--- src/hdl/ppte_pkg.sv ---
// Shared types, constants and helper functions of the trajectory evaluator.
// No dependencies.
package ppte_pkg;

    localparam int MAX_SEGMENTS_DEF = 16;
    localparam int MAX_COEFFS_DEF   = 6;
    localparam int AXES_DEF         = 3;

    localparam logic [1:0] OP_LOAD_COEFF = 2'd0;
    localparam logic [1:0] OP_LOAD_DUR   = 2'd1;
    localparam logic [1:0] OP_EVAL       = 2'd2;

    localparam logic CFG_SEGMENT_COUNT = 1'b0;
    localparam logic CFG_COEFF_COUNT   = 1'b1;

    localparam logic signed [47:0] ACC_MAX = 48'sh7FFF_FFFF_FFFF;
    localparam logic signed [47:0] ACC_MIN = 48'sh8000_0000_0000;

    // Commands from the controller to the datapath.
    typedef struct packed {
        logic       clear_acc;   // start a new Horner run
        logic       horner_lo;   // stage 0: low partial product of acc by local time
        logic       horner_mul;  // stage 1: high partial product, finish acc * t
        logic       horner_add;  // stage 2: add scaled coefficient
        logic       store_res;   // write saturated accumulator to result slot
        logic [3:0] res_slot;    // k*3 + axis
        logic [2:0] deriv;       // derivative order k
        logic [2:0] power;       // coefficient power i
    } ppte_cmd_t;

    // Derivative factor i!/(i-k)! for k = 0..2.
    function automatic logic [5:0] deriv_factor(input logic [2:0] i, input logic [2:0] k);
        logic [5:0] f;
        begin
            f = 6'd1;
            if (k >= 3'd1) f = {3'd0, i};
            if (k >= 3'd2) f = 6'({3'd0, i} * ({3'd0, i} - 6'd1));
            return f;
        end
    endfunction

    function automatic logic signed [47:0] sat48(input logic signed [49:0] v);
        begin
            if (v > 50'(ACC_MAX)) return ACC_MAX;
            if (v < 50'(ACC_MIN)) return ACC_MIN;
            return v[47:0];
        end
    endfunction

    function automatic logic [31:0] sat32(input logic signed [47:0] v);
        begin
            if (v > 48'sh0000_7FFF_FFFF) return 32'h7FFF_FFFF;
            if (v < -48'sh0000_8000_0000) return 32'h8000_0000;
            return v[31:0];
        end
    endfunction

endpackage

--- src/hdl/ppte_ctrl.sv ---
// Controller: handshake, coefficient RAM addressing, search and Horner sequencing.
// Depends on ppte_pkg.
module ppte_ctrl
    import ppte_pkg::*;
#(
    parameter int MAX_SEGMENTS = MAX_SEGMENTS_DEF,
    parameter int MAX_COEFFS   = MAX_COEFFS_DEF,
    parameter int AXES         = AXES_DEF,
    localparam int SEG_W  = $clog2(MAX_SEGMENTS + 1),
    localparam int ADDR_W = $clog2(MAX_SEGMENTS * AXES * MAX_COEFFS)
) (
    input  logic              clk,
    input  logic              rst_n,
    input  logic              in_valid,
    output logic              in_ready,
    input  logic [1:0]        op,
    input  logic [3:0]        seg_in,
    input  logic [1:0]        axis_in,
    input  logic [2:0]        pow_in,
    input  logic              cfg_valid,
    input  logic              cfg_index,
    input  logic [4:0]        cfg_data,
    output logic              out_valid,
    input  logic              out_ready,
    output logic [3:0]        seg_used,
    output logic              ram_we,
    output logic [ADDR_W-1:0] ram_addr,
    output logic              dur_we,
    output logic [SEG_W-1:0]  dur_seg,
    output logic              load_time,
    output logic [SEG_W-1:0]  seg_count,
    output logic [SEG_W-1:0]  search_idx,
    output logic              set_seg,
    output logic [SEG_W-1:0]  seg_sel,
    output logic              load_local,
    input  logic              time_le_start,
    output ppte_cmd_t         cmd
);
    localparam logic [2:0] S_IDLE = 3'd0, S_SEARCH = 3'd1, S_LOCAL = 3'd2,
                           S_READ = 3'd3, S_MUL = 3'd4, S_ADD = 3'd5,
                           S_STORE = 3'd6, S_OUT = 3'd7;

    logic [2:0] state_reg, state_next;
    logic [4:0] segcnt_reg;
    logic [2:0] ccnt_reg;
    logic [SEG_W-1:0] idx_reg, seg_reg;
    logic [2:0] k_reg, i_reg;
    logic [1:0] a_reg;
    logic       outv_reg;
    logic       search_step;

    logic [SEG_W-1:0] n_eff;
    logic [2:0]       nc_eff;
    always_comb
    begin
        if (segcnt_reg == 5'd0) n_eff = SEG_W'(1);
        else if (32'(segcnt_reg) > MAX_SEGMENTS) n_eff = SEG_W'(MAX_SEGMENTS);
        else n_eff = SEG_W'(segcnt_reg);
        if (ccnt_reg == 3'd0) nc_eff = 3'd1;
        else if (32'(ccnt_reg) > MAX_COEFFS) nc_eff = 3'(MAX_COEFFS);
        else nc_eff = ccnt_reg;
    end

    always_ff @(posedge clk or negedge rst_n)
    begin
        if (!rst_n)
        begin
            segcnt_reg <= 5'd1;
            ccnt_reg   <= 3'd6;
        end
        else if (cfg_valid)
        begin
            if (cfg_index == CFG_SEGMENT_COUNT) segcnt_reg <= cfg_data;
            else ccnt_reg <= cfg_data[2:0];
        end
    end

    logic accept;
    assign in_ready = (state_reg == S_IDLE) && !outv_reg;
    assign accept   = in_valid && in_ready;
    assign out_valid = outv_reg;
    assign seg_used  = 4'(seg_reg);
    assign seg_count = n_eff;
    assign search_idx = idx_reg;
    assign search_step = state_reg == S_SEARCH;

    logic coeff_ok;
    assign coeff_ok = 32'(seg_in) < MAX_SEGMENTS && 32'(axis_in) < AXES
                      && 32'(pow_in) < MAX_COEFFS;

    assign ram_we   = accept && op == OP_LOAD_COEFF && coeff_ok;
    assign dur_we   = accept && op == OP_LOAD_DUR && 32'(seg_in) < MAX_SEGMENTS;
    assign dur_seg  = SEG_W'(seg_in);
    assign load_time = accept && op == OP_EVAL;
    assign set_seg  = state_reg == S_SEARCH && (time_le_start || idx_reg == n_eff);
    assign seg_sel  = time_le_start ? idx_reg - SEG_W'(1) : '0;
    assign load_local = state_reg == S_LOCAL;

    always_comb
    begin
        if (state_reg == S_IDLE)
            ram_addr = ADDR_W'((32'(seg_in) * AXES + 32'(axis_in)) * MAX_COEFFS + 32'(pow_in));
        else
            ram_addr = ADDR_W'((32'(seg_reg) * AXES + 32'(a_reg)) * MAX_COEFFS + 32'(i_reg));
    end

    always_comb
    begin
        cmd = '0;
        cmd.deriv = k_reg;
        cmd.power = i_reg;
        cmd.res_slot = 4'(32'(k_reg) * 3 + 32'(a_reg));
        cmd.clear_acc  = state_reg == S_LOCAL || state_reg == S_STORE;
        cmd.horner_lo  = state_reg == S_READ;
        cmd.horner_mul = state_reg == S_MUL;
        cmd.horner_add = state_reg == S_ADD;
        cmd.store_res  = state_reg == S_STORE;
    end

    logic last_i, last_a;
    assign last_i = i_reg == k_reg;
    assign last_a = 32'(a_reg) == AXES - 1;

    logic [2:0] next_k;
    logic [1:0] next_a;
    always_comb
    begin
        next_a = last_a ? 2'd0 : a_reg + 2'd1;
        next_k = last_a ? k_reg + 3'd1 : k_reg;
    end

    // a derivative whose order reaches nc has no terms: store the cleared acc
    always_comb
    begin
        state_next = state_reg;
        unique case (state_reg)
            S_IDLE:   if (load_time) state_next = S_SEARCH;
            S_SEARCH: if (set_seg) state_next = S_LOCAL;
            S_LOCAL:  state_next = (nc_eff > 3'd0) ? S_READ : S_STORE;
            S_READ:   state_next = S_MUL;
            S_MUL:    state_next = S_ADD;
            S_ADD:    state_next = last_i ? S_STORE : S_READ;
            S_STORE:
            begin
                if (last_a && k_reg == 3'd2) state_next = S_OUT;
                else if (nc_eff > next_k) state_next = S_READ;
                else state_next = S_STORE;
            end
            S_OUT:    state_next = S_IDLE;
            default:  state_next = S_IDLE;
        endcase
    end

    always_ff @(posedge clk or negedge rst_n)
    begin
        if (!rst_n)
        begin
            state_reg <= S_IDLE;
            outv_reg  <= 1'b0;
            idx_reg   <= '0;
            seg_reg   <= '0;
            k_reg     <= '0;
            a_reg     <= '0;
            i_reg     <= '0;
        end
        else
        begin
            state_reg <= state_next;
            if (outv_reg && out_ready) outv_reg <= 1'b0;
            if (state_reg == S_OUT) outv_reg <= 1'b1;
            if (load_time) idx_reg <= SEG_W'(1);
            else if (search_step) idx_reg <= idx_reg + SEG_W'(1);
            if (set_seg) seg_reg <= seg_sel;
            if (state_reg == S_LOCAL)
            begin
                k_reg <= '0;
                a_reg <= '0;
                i_reg <= nc_eff - 3'd1;
            end
            if (state_reg == S_ADD && !last_i) i_reg <= i_reg - 3'd1;
            if (state_reg == S_STORE)
            begin
                k_reg <= next_k;
                a_reg <= next_a;
                i_reg <= nc_eff - 3'd1;
            end
        end
    end
endmodule

--- config.mk ---
export PLATFORM = sky130hd
export DESIGN_NAME = ppte_ctrl
export DESIGN_NICKNAME = d
export VERILOG_FILES = /design/src/hdl/ppte_pkg.sv /design/src/hdl/ppte_ctrl.sv
export SDC_FILE = /design/constraint.sdc
export NUM_CORES = 1
export LEC_CHECK = 0
export ABC_CLOCK_PERIOD_IN_PS = 4720
export BUFFER_PORTS_ARGS = -buffer_cell sky130_fd_sc_hd__buf_4
export CORE_MARGIN = 2
export CORE_UTILIZATION = 53
export CTS_CLUSTER_SIZE = 20
export DETAILED_ROUTE_END_ITERATION = 7
export PLACE_DENSITY = 0.79
export SLEW_MARGIN = 30
export SYNTH_ARGS = -nofsm -noshare
export SYNTH_HDL_FRONTEND = slang
export SYNTH_SLANG_ARGS = --single-unit
--- constraint.sdc ---
create_clock -name clk -period 4.72 [get_ports clk]
set_input_delay 0.472 -clock clk [delete_from_list [all_inputs] [get_ports clk]]
set_output_delay 0.472 -clock clk [all_outputs]
set_load 0.005 [all_outputs]
==> metrics.csv, run 1 <==
stage,metric,value,unit
setup_path,crit path max fanout,6,
clock_tree,CTS tree,yes,
sta,Worst slew margin,57.64,%
final_layout,Fillers,521,
clock_tree,clk_lat worst skew,0.29,ns
floorplan,DIE HEIGHT,83.42,um
yosys,Post-synth top flop,dfrtp_1,
grt,vias in the first global route,2740,
clock_tree,hold-fix buffers at CTS,0,
floorplan,Rows,28,
floorplan,Core Area,6026,um^2
setup_path,crit path kind,flip-flop to primary output,
clock_tree,CTS resizes,0,
yosys,"EDFF count, synth",0,
yosys,post-synthesis register bit count,30,
grt,grt total ovfl,0,
sta,fmax,0.2248,GHz
sta,final hold violation count,0,
clock_tree,number of CTS-inserted buffers,5,
floorplan,die area,6959,um^2
clock_tree,"Clk pin slew, worst setup/hold paths",0.07,ns
floorplan,Die W,83.42,um
yosys,Synth Cell Area,3343,um^2
yosys,Post-Synthesis Cells,366,
detailed_routing,WL/cell,13.92,um
detailed_routing,drt first pass iters,4,
clock_tree,postcts setup bufs,0,
sta,worst slew pin tran,0.6334,ns
placement,Port Buffers,76,
floorplan,Starting Density,55.48,%
yosys,Unique masters post-synth,53,
detailed_routing,DRT antenna net count,0,
clock_tree,CTS Root Cell,clkbuf_8,
grt,antenna violations before repair,0,
floorplan,I/O pin count,78,
sta,final setup violating endpoints,0,
grt,first-pass GRT wire length,12120,um
detailed_routing,WL final,7003,um
setup_path,Critical Path End Type,primary output,
yosys,syn_nets,446,
sta,RSZ-0062 raised after global routing,no,
yosys,Synthesis Warnings,0,
detailed_routing,via/cell ratio,5.431,
detailed_routing,DR DRC count,0,
yosys,Syn Area/Cell,9.134,um^2
sta,Final period util,94.25,%
yosys,asr flop ratio synth,100.0,%
placement,placed cell count,495,
detailed_routing,1st-iter DRT viols,44,
final_layout,fin cells,503,
clock_tree,CTS H-tree depth,2,
placement,gpl congestion,0.8289,
detailed_routing,vias after detailed routing,2732,
setup_path,Worst EP required,4.25,ns
final_layout,share of cells above drive strength 1,25.00,%
grt,largest net degree at the start of global routing,31,
grt,GRT Total Usage,20.77,%
status,status,"complete, no violations",
clock_tree,CTS Sinks,30,
hold_path,Hold Path Class,input port to asynchronous set/reset pin,
final_layout,Final Net Count,507,
setup_path,crit path DAT,3.98,ns
placement,dpl hpwl,5652,um
clock_tree,Max clock buf depth,2,
final_layout,ant diodes,0,
final_layout,Layout area overhead,18.23,%
run,max_cap viols,0,
yosys,sequential area share after synthesis,22.57,%
sta,min cycle time layout,4.449,ns
sta,TNS Setup,0,ns
sta,Clock Skews,0.009299,ns
sta,Slew Limit Fails,0,
setup_path,Critical Path Start Type,flip-flop,
[routing by layer]
layer / vias to the layer above / GRT usage [%] / share of wire [%]
li1: 1365 / - / -
met1: 1315 / 24.53 / 43
met2: 46 / 39.15 / 53
met3: 6 / 4.274 / 3.4
met4: 0 / 3.519 / 0.67
met5: - / 0 / 0
[cell usage after synthesis, types with 2 or more instances]
library cell   n  area (um^2)
ha_1          47        588.1
inv_1         34        127.6
dfrtp_1       27        675.7
nor2_1        27        101.4
a21oi_1       22        110.1
xnor2_1       22        192.7
xor2_1        18        157.7
nand2_1       16        60.06
o21ai_0       14        70.07
a21o_1        11        82.58
fa_1          10        200.2
mux2_2        10        112.6
buf_4          9        67.56
nor2b_1        9        56.30
nand2b_1       8        50.05
nand3_1        8        40.04
nor3_1         6        30.03
buf_2          5        25.02
clkbuf_1       5        18.77
and2_1         4        25.02
buf_6          3        33.78
dfstp_2        3        78.83
nor3b_1        3        22.52
o21bai_1       3        22.52
o221ai_1       3        26.28
o22ai_1        3        18.77
a211oi_1       2        15.01
a221o_1        2        20.02
and3_1         2        12.51
and3b_1        2        17.52
mux2_4         2        30.03
mux2i_1        2        20.02
nand4_1        2        12.51
nand4b_1       2        17.52
nor3_2         2        20.02
[through the flow]
stage | utilization [%] | worst slack [ns] | hold slack, ns | cell area [um^2]
finish | 65.59 | 0.2713 | 0.1134 | 3953
detailed placement | 64.16 | 0.5556 | 0.4268 | 3866
global placement | 64.16 | 0.6434 | 0.4232 | 3866
global route | 65.59 | 0.02150 | 0.1345 | 3953
floorplan | - | 0.9707 | 0.1764 | 3343
CTS | 65.49 | 0.2649 | 0.1219 | 3946
[cell type report]
| type | count | area (um^2) | share of cell area (%) |
|---|---|---|---|
| clock buffer | 8 | 80.08 | 2.026 |
| tap | 75 | 93.84 | 2.374 |
| inverter | 34 | 127.6 | 3.229 |
| timing repair buffer | 77 | 578.1 | 14.62 |
| multi-input combinational | 279 | 2318 | 58.66 |
| sequential | 30 | 754.5 | 19.09 |
[logic make-up after synthesis]
family          Yosys count  synth area share (%)
simple gates             97                 16.06
compound gates           70                 14.07
fa+ha+maj                57                 23.58
buf+inv                  57                 8.271
xor+xnor                 40                 10.48
flops                    30                 22.57
mux                      14                 4.865
other cells               1                0.1122
[layout by cell type, fill, tap and decap left out, types with 3 or more instances in the layout]
master	instances
buf_4	77
ha_1	47
inv_1	34
nor2_1	27
dfrtp_1	27
xnor2_1	22
a21oi_1	22
xor2_1	18
nand2_1	16
o21ai_0	14
a21o_1	11
mux2_2	10
fa_1	10
nor2b_1	9
nand2b_1	8
nand3_1	8
nor3_1	6
clkbuf_8	5
and2_1	4
o21bai_1	3
nor3b_1	3
o221ai_1	3
o22ai_1	3
dfstp_2	3
clkbuf_1	3
[worst max-delay path, cell delays in order (launching register included)]
cell	delay, ns
dfrtp_1	0.41
inv_1	0.11
fa_1	0.49
inv_1	0.05
ha_1	0.21
fa_1	0.40
a21o_1	0.20
a21oi_1	0.17
xnor2_1	0.17
ha_1	0.32
nor4b_1	0.32
nand4b_1	0.19
nand3_1	0.10
xnor2_1	0.15
o221a_2	0.27
buf_4	0.13
[final timing paths]
check | startpoint | to | slack, ns | cells past startpoint
worst min-delay path | rst_n | segcnt_reg[3] | 0.11 | 1
max in group asynchronous | rst_n | ccnt_reg[1] | 4.28 | 1
worst max-delay path | a_reg[1] | ram_addr[8] | 0.27 | 15
min in group clk | out_ready | out_valid | 0.38 | 2
worst min register to register | a_reg[1] | a_reg[0] | 0.54 | 1
worst max register to register | k_reg[0] | state_reg[0] | 2.19 | 11
Power of run 1 is not shown: default switching activity piles up to over one toggle a cycle in this logic, so the estimate is an artifact.
==> run 2: changes to the inputs <==
CORE_MARGIN = 8   (was 2)
==> metrics.csv, run 2 (synthesis gave the netlist of run 1 again) <==
stage,metric,value,unit,change
status,status,"complete, no violations",,unchanged
grt,GRT Total Usage,16.71,%,was 20.77%
setup_path,crit path DAT,3.94,ns,was 3.98 ns
floorplan,Die W,95.42,um,was 83.42 um
final_layout,most frequent cells in the layout,"buf_4, ha_1, inv_1, nor2_1, dfrtp_1",,unchanged
placement,Port Buffers,76,,unchanged
floorplan,Core Area,6241,um^2,was 6026 um^2
setup_path,worst r2r path cells,11,,unchanged
clock_tree,CTS tree,yes,,unchanged
clock_tree,"Clk pin slew, worst setup/hold paths",0.07,ns,about the same
sta,worst hold slack,0.1022,ns,was 0.1134 ns
final_layout,"most common cell after layout, fill and taps aside",buf_4,,unchanged
sta,Final period util,93.37,%,was 94.25%
clock_tree,Max clock buf depth,2,,unchanged
grt,largest net degree at the start of global routing,31,,unchanged
setup_path,crit path kind,flip-flop to primary output,,unchanged
placement,gpl congestion,0.8229,,was 0.8289
detailed_routing,via/cell ratio,5.392,,was 5.431
sta,Worst slew margin,58.16,%,was 57.64%
final_layout,multi-input logic area,2318,um^2,unchanged
clock_tree,number of CTS-inserted buffers,5,,unchanged
sta,Clock Skews,0.006347,ns,was 0.009299 ns
final_layout,fin cells,505,,was 503
grt,vias in the first global route,2790,,"was 2,740"
detailed_routing,WL/cell,14.67,um,was 13.92 um
detailed_routing,1st-iter DRT viols,34,,was 44
clock_tree,CTS H-tree depth,2,,unchanged
final_layout,ant diodes,0,,unchanged
hold_path,Hold Path Class,input port to asynchronous set/reset pin,,unchanged
detailed_routing,drt first pass iters,4,,unchanged
floorplan,DIE HEIGHT,95.42,um,was 83.42 um
final_layout,Final Net Count,507,,unchanged
grt,first-pass GRT wire length,12390,um,"was 12,120 um"
grt,grt total ovfl,0,,unchanged
sta,RSZ-0062 raised after global routing,no,,unchanged
setup_path,Worst EP required,4.25,ns,about the same
sta,min cycle time layout,4.407,ns,was 4.449 ns
sta,TNS Setup,0,ns,unchanged
placement,placed cell count,497,,was 495
clock_tree,postcts setup bufs,0,,unchanged
floorplan,die area,9105,um^2,was 6959 um^2
sta,final setup violating endpoints,0,,unchanged
grt,antenna violations before repair,0,,unchanged
placement,dpl hpwl,6103,um,was 5652 um
sta,final hold violation count,0,,unchanged
floorplan,Rows,29,,was 28
detailed_routing,vias after detailed routing,2723,,"was 2,732"
final_layout,FF+latch area,754.5,um^2,unchanged
sta,worst slew pin tran,0.6256,ns,was 0.6334 ns
floorplan,Starting Density,53.57,%,was 55.48%
detailed_routing,WL final,7410,um,was 7003 um
clock_tree,clk_lat worst skew,0.29,ns,about the same
detailed_routing,DRT antenna net count,0,,unchanged
sta,fmax,0.2269,GHz,was 0.2248 GHz
clock_tree,hold-fix buffers at CTS,0,,unchanged
floorplan,I/O pin count,78,,unchanged
run,max_cap viols,0,,unchanged
sta,Slew Limit Fails,0,,unchanged
final_layout,Layout area overhead,18.64,%,was 18.23%
detailed_routing,DR DRC count,0,,unchanged
final_layout,share of cells above drive strength 1,25.47,%,was 25.00%
setup_path,Critical Path Start Type,flip-flop,,unchanged
setup_path,Critical Path End Type,primary output,,unchanged
setup_path,crit path max fanout,6,,unchanged
final_layout,Fillers,539,,was 521
clock_tree,CTS Root Cell,clkbuf_8,,unchanged
clock_tree,CTS resizes,0,,unchanged
clock_tree,CTS Sinks,30,,unchanged
[run 2: cell types whose count changed in the layout (fill, tap and decap cells not counted)]
cell      delta
clkinv_2     +1
clkbuf_1     -2
clkbuf_8     +1
[run 2: critical path, stage by stage (launching register included)]
cell	delay, ns
dfrtp_1	0.37
inv_1	0.09
fa_1	0.53
inv_1	0.04
ha_1	0.21
fa_1	0.41
a21o_1	0.19
a21oi_1	0.16
xnor2_1	0.17
ha_1	0.32
nor4b_1	0.30
nand4b_1	0.19
nand3_1	0.11
xnor2_1	0.15
o221a_2	0.27
buf_4	0.13
[run 2: cell type report]
type	count	share of cell area, %
Clock inverter	1	0.1262
Tap cell	77	2.429
Sequential cell	30	19.02
Multi-Input combinational cell	279	58.45
Inverter	34	3.218
Clock buffer	7	2.177
Timing Repair Buffer	77	14.57
[run 2: stage by stage]
stage	utilization (%)	instance area, um^2	setup slack (ns)
floorplan	-	3343	0.9707
global placement	61.99	3869	0.6369
detailed placement	61.99	3869	0.5506
CTS	63.45	3960	0.2985
global route	63.55	3966	0.09740
finish	63.55	3966	0.3130
[run 2: worst paths after layout]
check | endpoint | startpoint | slack (ns)
setup / recovery | ram_addr[8] | seg_reg[0] | 0.31
setup reg to reg | state_reg[0] | k_reg[0] | 2.22
max in group asynchronous | segcnt_reg[0] | rst_n | 4.30
min in group clk | out_valid | out_ready | 0.36
hold / removal | ccnt_reg[0] | rst_n | 0.10
hold reg to reg | a_reg[0] | a_reg[1] | 0.52
[run 2: per-layer routing]
metal,up-vias,track usage [%],part of all wire (%)
li1,1363,-,-
met1,1296,19.52,43
met2,54,29.29,51
met3,10,3.622,5.6
met4,0,6.274,1.1
met5,-,0,0
Power of run 2 is left out for the same reason.
==> run 3: changes to the inputs <==
ABC_CLOCK_PERIOD_IN_PS = 3900   (was 4720)
CORE_UTILIZATION = 50   (was 53)
PLACE_DENSITY = 0.78   (was 0.79)
clock period = 3.9 ns   (was 4.72 ns; I/O delays follow)
==> metrics.csv, run 3 (synthesis gave the netlist of run 1 again) <==
stage,metric,value,unit,change
status,status,"finished, violations left",,"was complete, no violations"
status,violated checks,negative setup slack,,
floorplan,Starting Density,50.32,%,was 53.57%
setup_path,Worst EP required,3.51,ns,was 4.25 ns
sta,fmax,0.2421,GHz,
detailed_routing,drt first pass iters,5,,was 4
final_layout,fin cells,525,,was 505
floorplan,DIE HEIGHT,97.77,um,was 95.42 um
placement,dpl hpwl,6246,um,was 6103 um
clock_tree,clk_lat worst skew,0.29,ns,about the same
clock_tree,CTS Sinks,30,,unchanged
grt,antenna violations before repair,0,,unchanged
clock_tree,number of CTS-inserted buffers,5,,unchanged
setup_path,Critical-path top delay cell,fa_1,,unchanged
sta,Clock Skews,0.01181,ns,was 0.006347 ns
sta,worst hold slack,0.02456,ns,was 0.1022 ns
floorplan,Rows,30,,was 29
placement,placed cell count,511,,was 497
detailed_routing,vias after detailed routing,2809,,"was 2,723"
setup_path,Critical Path Start Type,flip-flop,,unchanged
sta,final setup violating endpoints,3,,was 0
final_layout,Final Net Count,524,,was 507
sta,min cycle time layout,4.131,ns,
floorplan,I/O pin count,78,,unchanged
placement,gpl congestion,0.8494,,was 0.8229
grt,largest net degree at the start of global routing,31,,unchanged
setup_path,Critical Path End Type,primary output,,unchanged
setup_path,crit path max fanout,5,,was 6
sta,final hold violation count,0,,unchanged
clock_tree,CTS Root Cell,clkbuf_8,,unchanged
floorplan,Die W,97.77,um,was 95.42 um
placement,Place WS,-0.06826,ns,was 0.5506 ns
sta,worst setup margin,-0.2307,ns,was 0.3130 ns
final_layout,"most common cell after layout, fill and taps aside",buf_4,,unchanged
setup_path,Critical R2R Capture,state_reg[0],,unchanged
sta,Worst slew margin,57.51,%,was 58.16%
grt,grt total ovfl,0,,unchanged
setup_path,RR Startpoint,k_reg[0],,unchanged
floorplan,Core Area,6644,um^2,was 6241 um^2
grt,vias in the first global route,2851,,"was 2,790"
setup_path,critical-path cell list,inv_2 -> fa_1 -> inv_2 -> ha_4 -> fa_2 -> a21o_1 -> a21oi_2 -> xnor2_2 -> ha_1 -> o21ai_1 -> o21bai_1 -> a21oi_1 -> xnor2_1 -> xnor2_1 -> o221a_2 -> buf_6,,was inv_1 -> fa_1 -> inv_1 -> ha_1 -> fa_1 -> a21o_1 -> a21oi_1 -> xnor2_1 -> ha_1 -> nor4b_1 -> nand4b_1 -> nand3_1 -> xnor2_1 -> o221a_2 -> buf_4
final_layout,final core occ,64.05,%,was 63.55%
setup_path,flop2flop setup slack,1.42,ns,was 2.22 ns
sta,worst slew pin tran,0.6353,ns,was 0.6256 ns
final_layout,most frequent cells in the layout,"buf_4, ha_1, inv_1, dfrtp_1, nor2_1",,"was buf_4, ha_1, inv_1, nor2_1, dfrtp_1"
grt,GRT Total Usage,16.18,%,was 16.71%
setup_path,CP max stage delay,0.55,ns,was 0.53 ns
clock_tree,"Clk pin slew, worst setup/hold paths",0.07,ns,about the same
clock_tree,CTS tree,yes,,unchanged
sta,Slew Limit Fails,0,,unchanged
final_layout,share of cells above drive strength 1,32.81,%,was 25.47%
detailed_routing,1st-iter DRT viols,71,,was 34
floorplan,die area,9559,um^2,was 9105 um^2
detailed_routing,WL final,8056,um,was 7410 um
grt,first-pass GRT wire length,13030,um,"was 12,390 um"
hold_path,Hold Path Class,input port to asynchronous set/reset pin,,unchanged
detailed_routing,DR DRC count,0,,unchanged
clock_tree,CTS H-tree depth,2,,unchanged
detailed_routing,WL/cell,15.34,um,was 14.67 um
sta,Final period util,105.9,%,
final_layout,ant diodes,0,,unchanged
run,max_cap viols,0,,unchanged
final_layout,Fillers,537,,was 539
clock_tree,Max clock buf depth,2,,unchanged
sta,RSZ-0062 raised after global routing,yes,,was no
setup_path,worst r2r path cells,11,,unchanged
placement,Port Buffers,76,,unchanged
final_layout,Layout area overhead,27.28,%,was 18.64%
detailed_routing,via/cell ratio,5.350,,was 5.392
setup_path,crit path kind,flip-flop to primary output,,unchanged
setup_path,crit path DAT,3.74,ns,was 3.94 ns
detailed_routing,DRT antenna net count,0,,unchanged
clock_tree,hold-fix buffers at CTS,0,,unchanged
run 3: worst max-delay path by stage:
stage               start          end  slack (ns)
2_1_floorplan  seg_reg[0]  ram_addr[8]        0.23
6_report       seg_reg[1]  ram_addr[8]       -0.23
3_5_place_dp   seg_reg[0]  ram_addr[8]       -0.07
5_1_grt        seg_reg[1]  ram_addr[8]       -0.42
3_3_place_gp    seg_in[0]  ram_addr[8]       0.002
4_1_cts        seg_reg[1]  ram_addr[8]       -0.13
run 3: per-stage QoR:
step	instance area, um^2	TNS, ns
final	4255	-0.3867
after CTS	4128	-0.2712
after detailed placement	3955	-0.06826
after global routing	4255	-1.047
after floorplan	3343	0
after global placement	3955	0
run 3: worst max-delay path, delay by kind of cell (launching register included):
kind                     cells  cell delay, ns
XOR/XNOR                     3            0.42
adder cells (fa/ha/maj)      4            1.39
AO/OA/AOI/OAI                6            1.06
flip-flops                   1            0.36
buffers and inverters        3            0.22
run 3: timing repair:
action | CTS | global route
gates resized for setup | 18 | 13
pin swaps | 12 | 16
setup buffers | 2 | 4
endpoints found under the setup margin | 4 | 4
run 3: layout make-up:
type / count / area, um^2 / area share [%]
multi-input cells: 279 / 2469 / 58.01
well taps: 80 / 100.1 / 2.352
repair buffers: 94 / 713.2 / 16.76
clock inverters: 1 / 5.005 / 0.1176
inverters: 34 / 127.6 / 2.999
clock buffers: 7 / 86.33 / 2.029
flip-flops and latches: 30 / 754.5 / 17.73
run 3: per-layer routing:
metal	global-route usage, %	vias to the layer above	share of wire (%)
met5	0	-	0
met4	4.317	0	1.1
met3	3.770	11	4.7
met2	30.42	65	55
met1	17.60	1333	39
li1	-	1400	-
Power of run 3 is left out for the same reason.
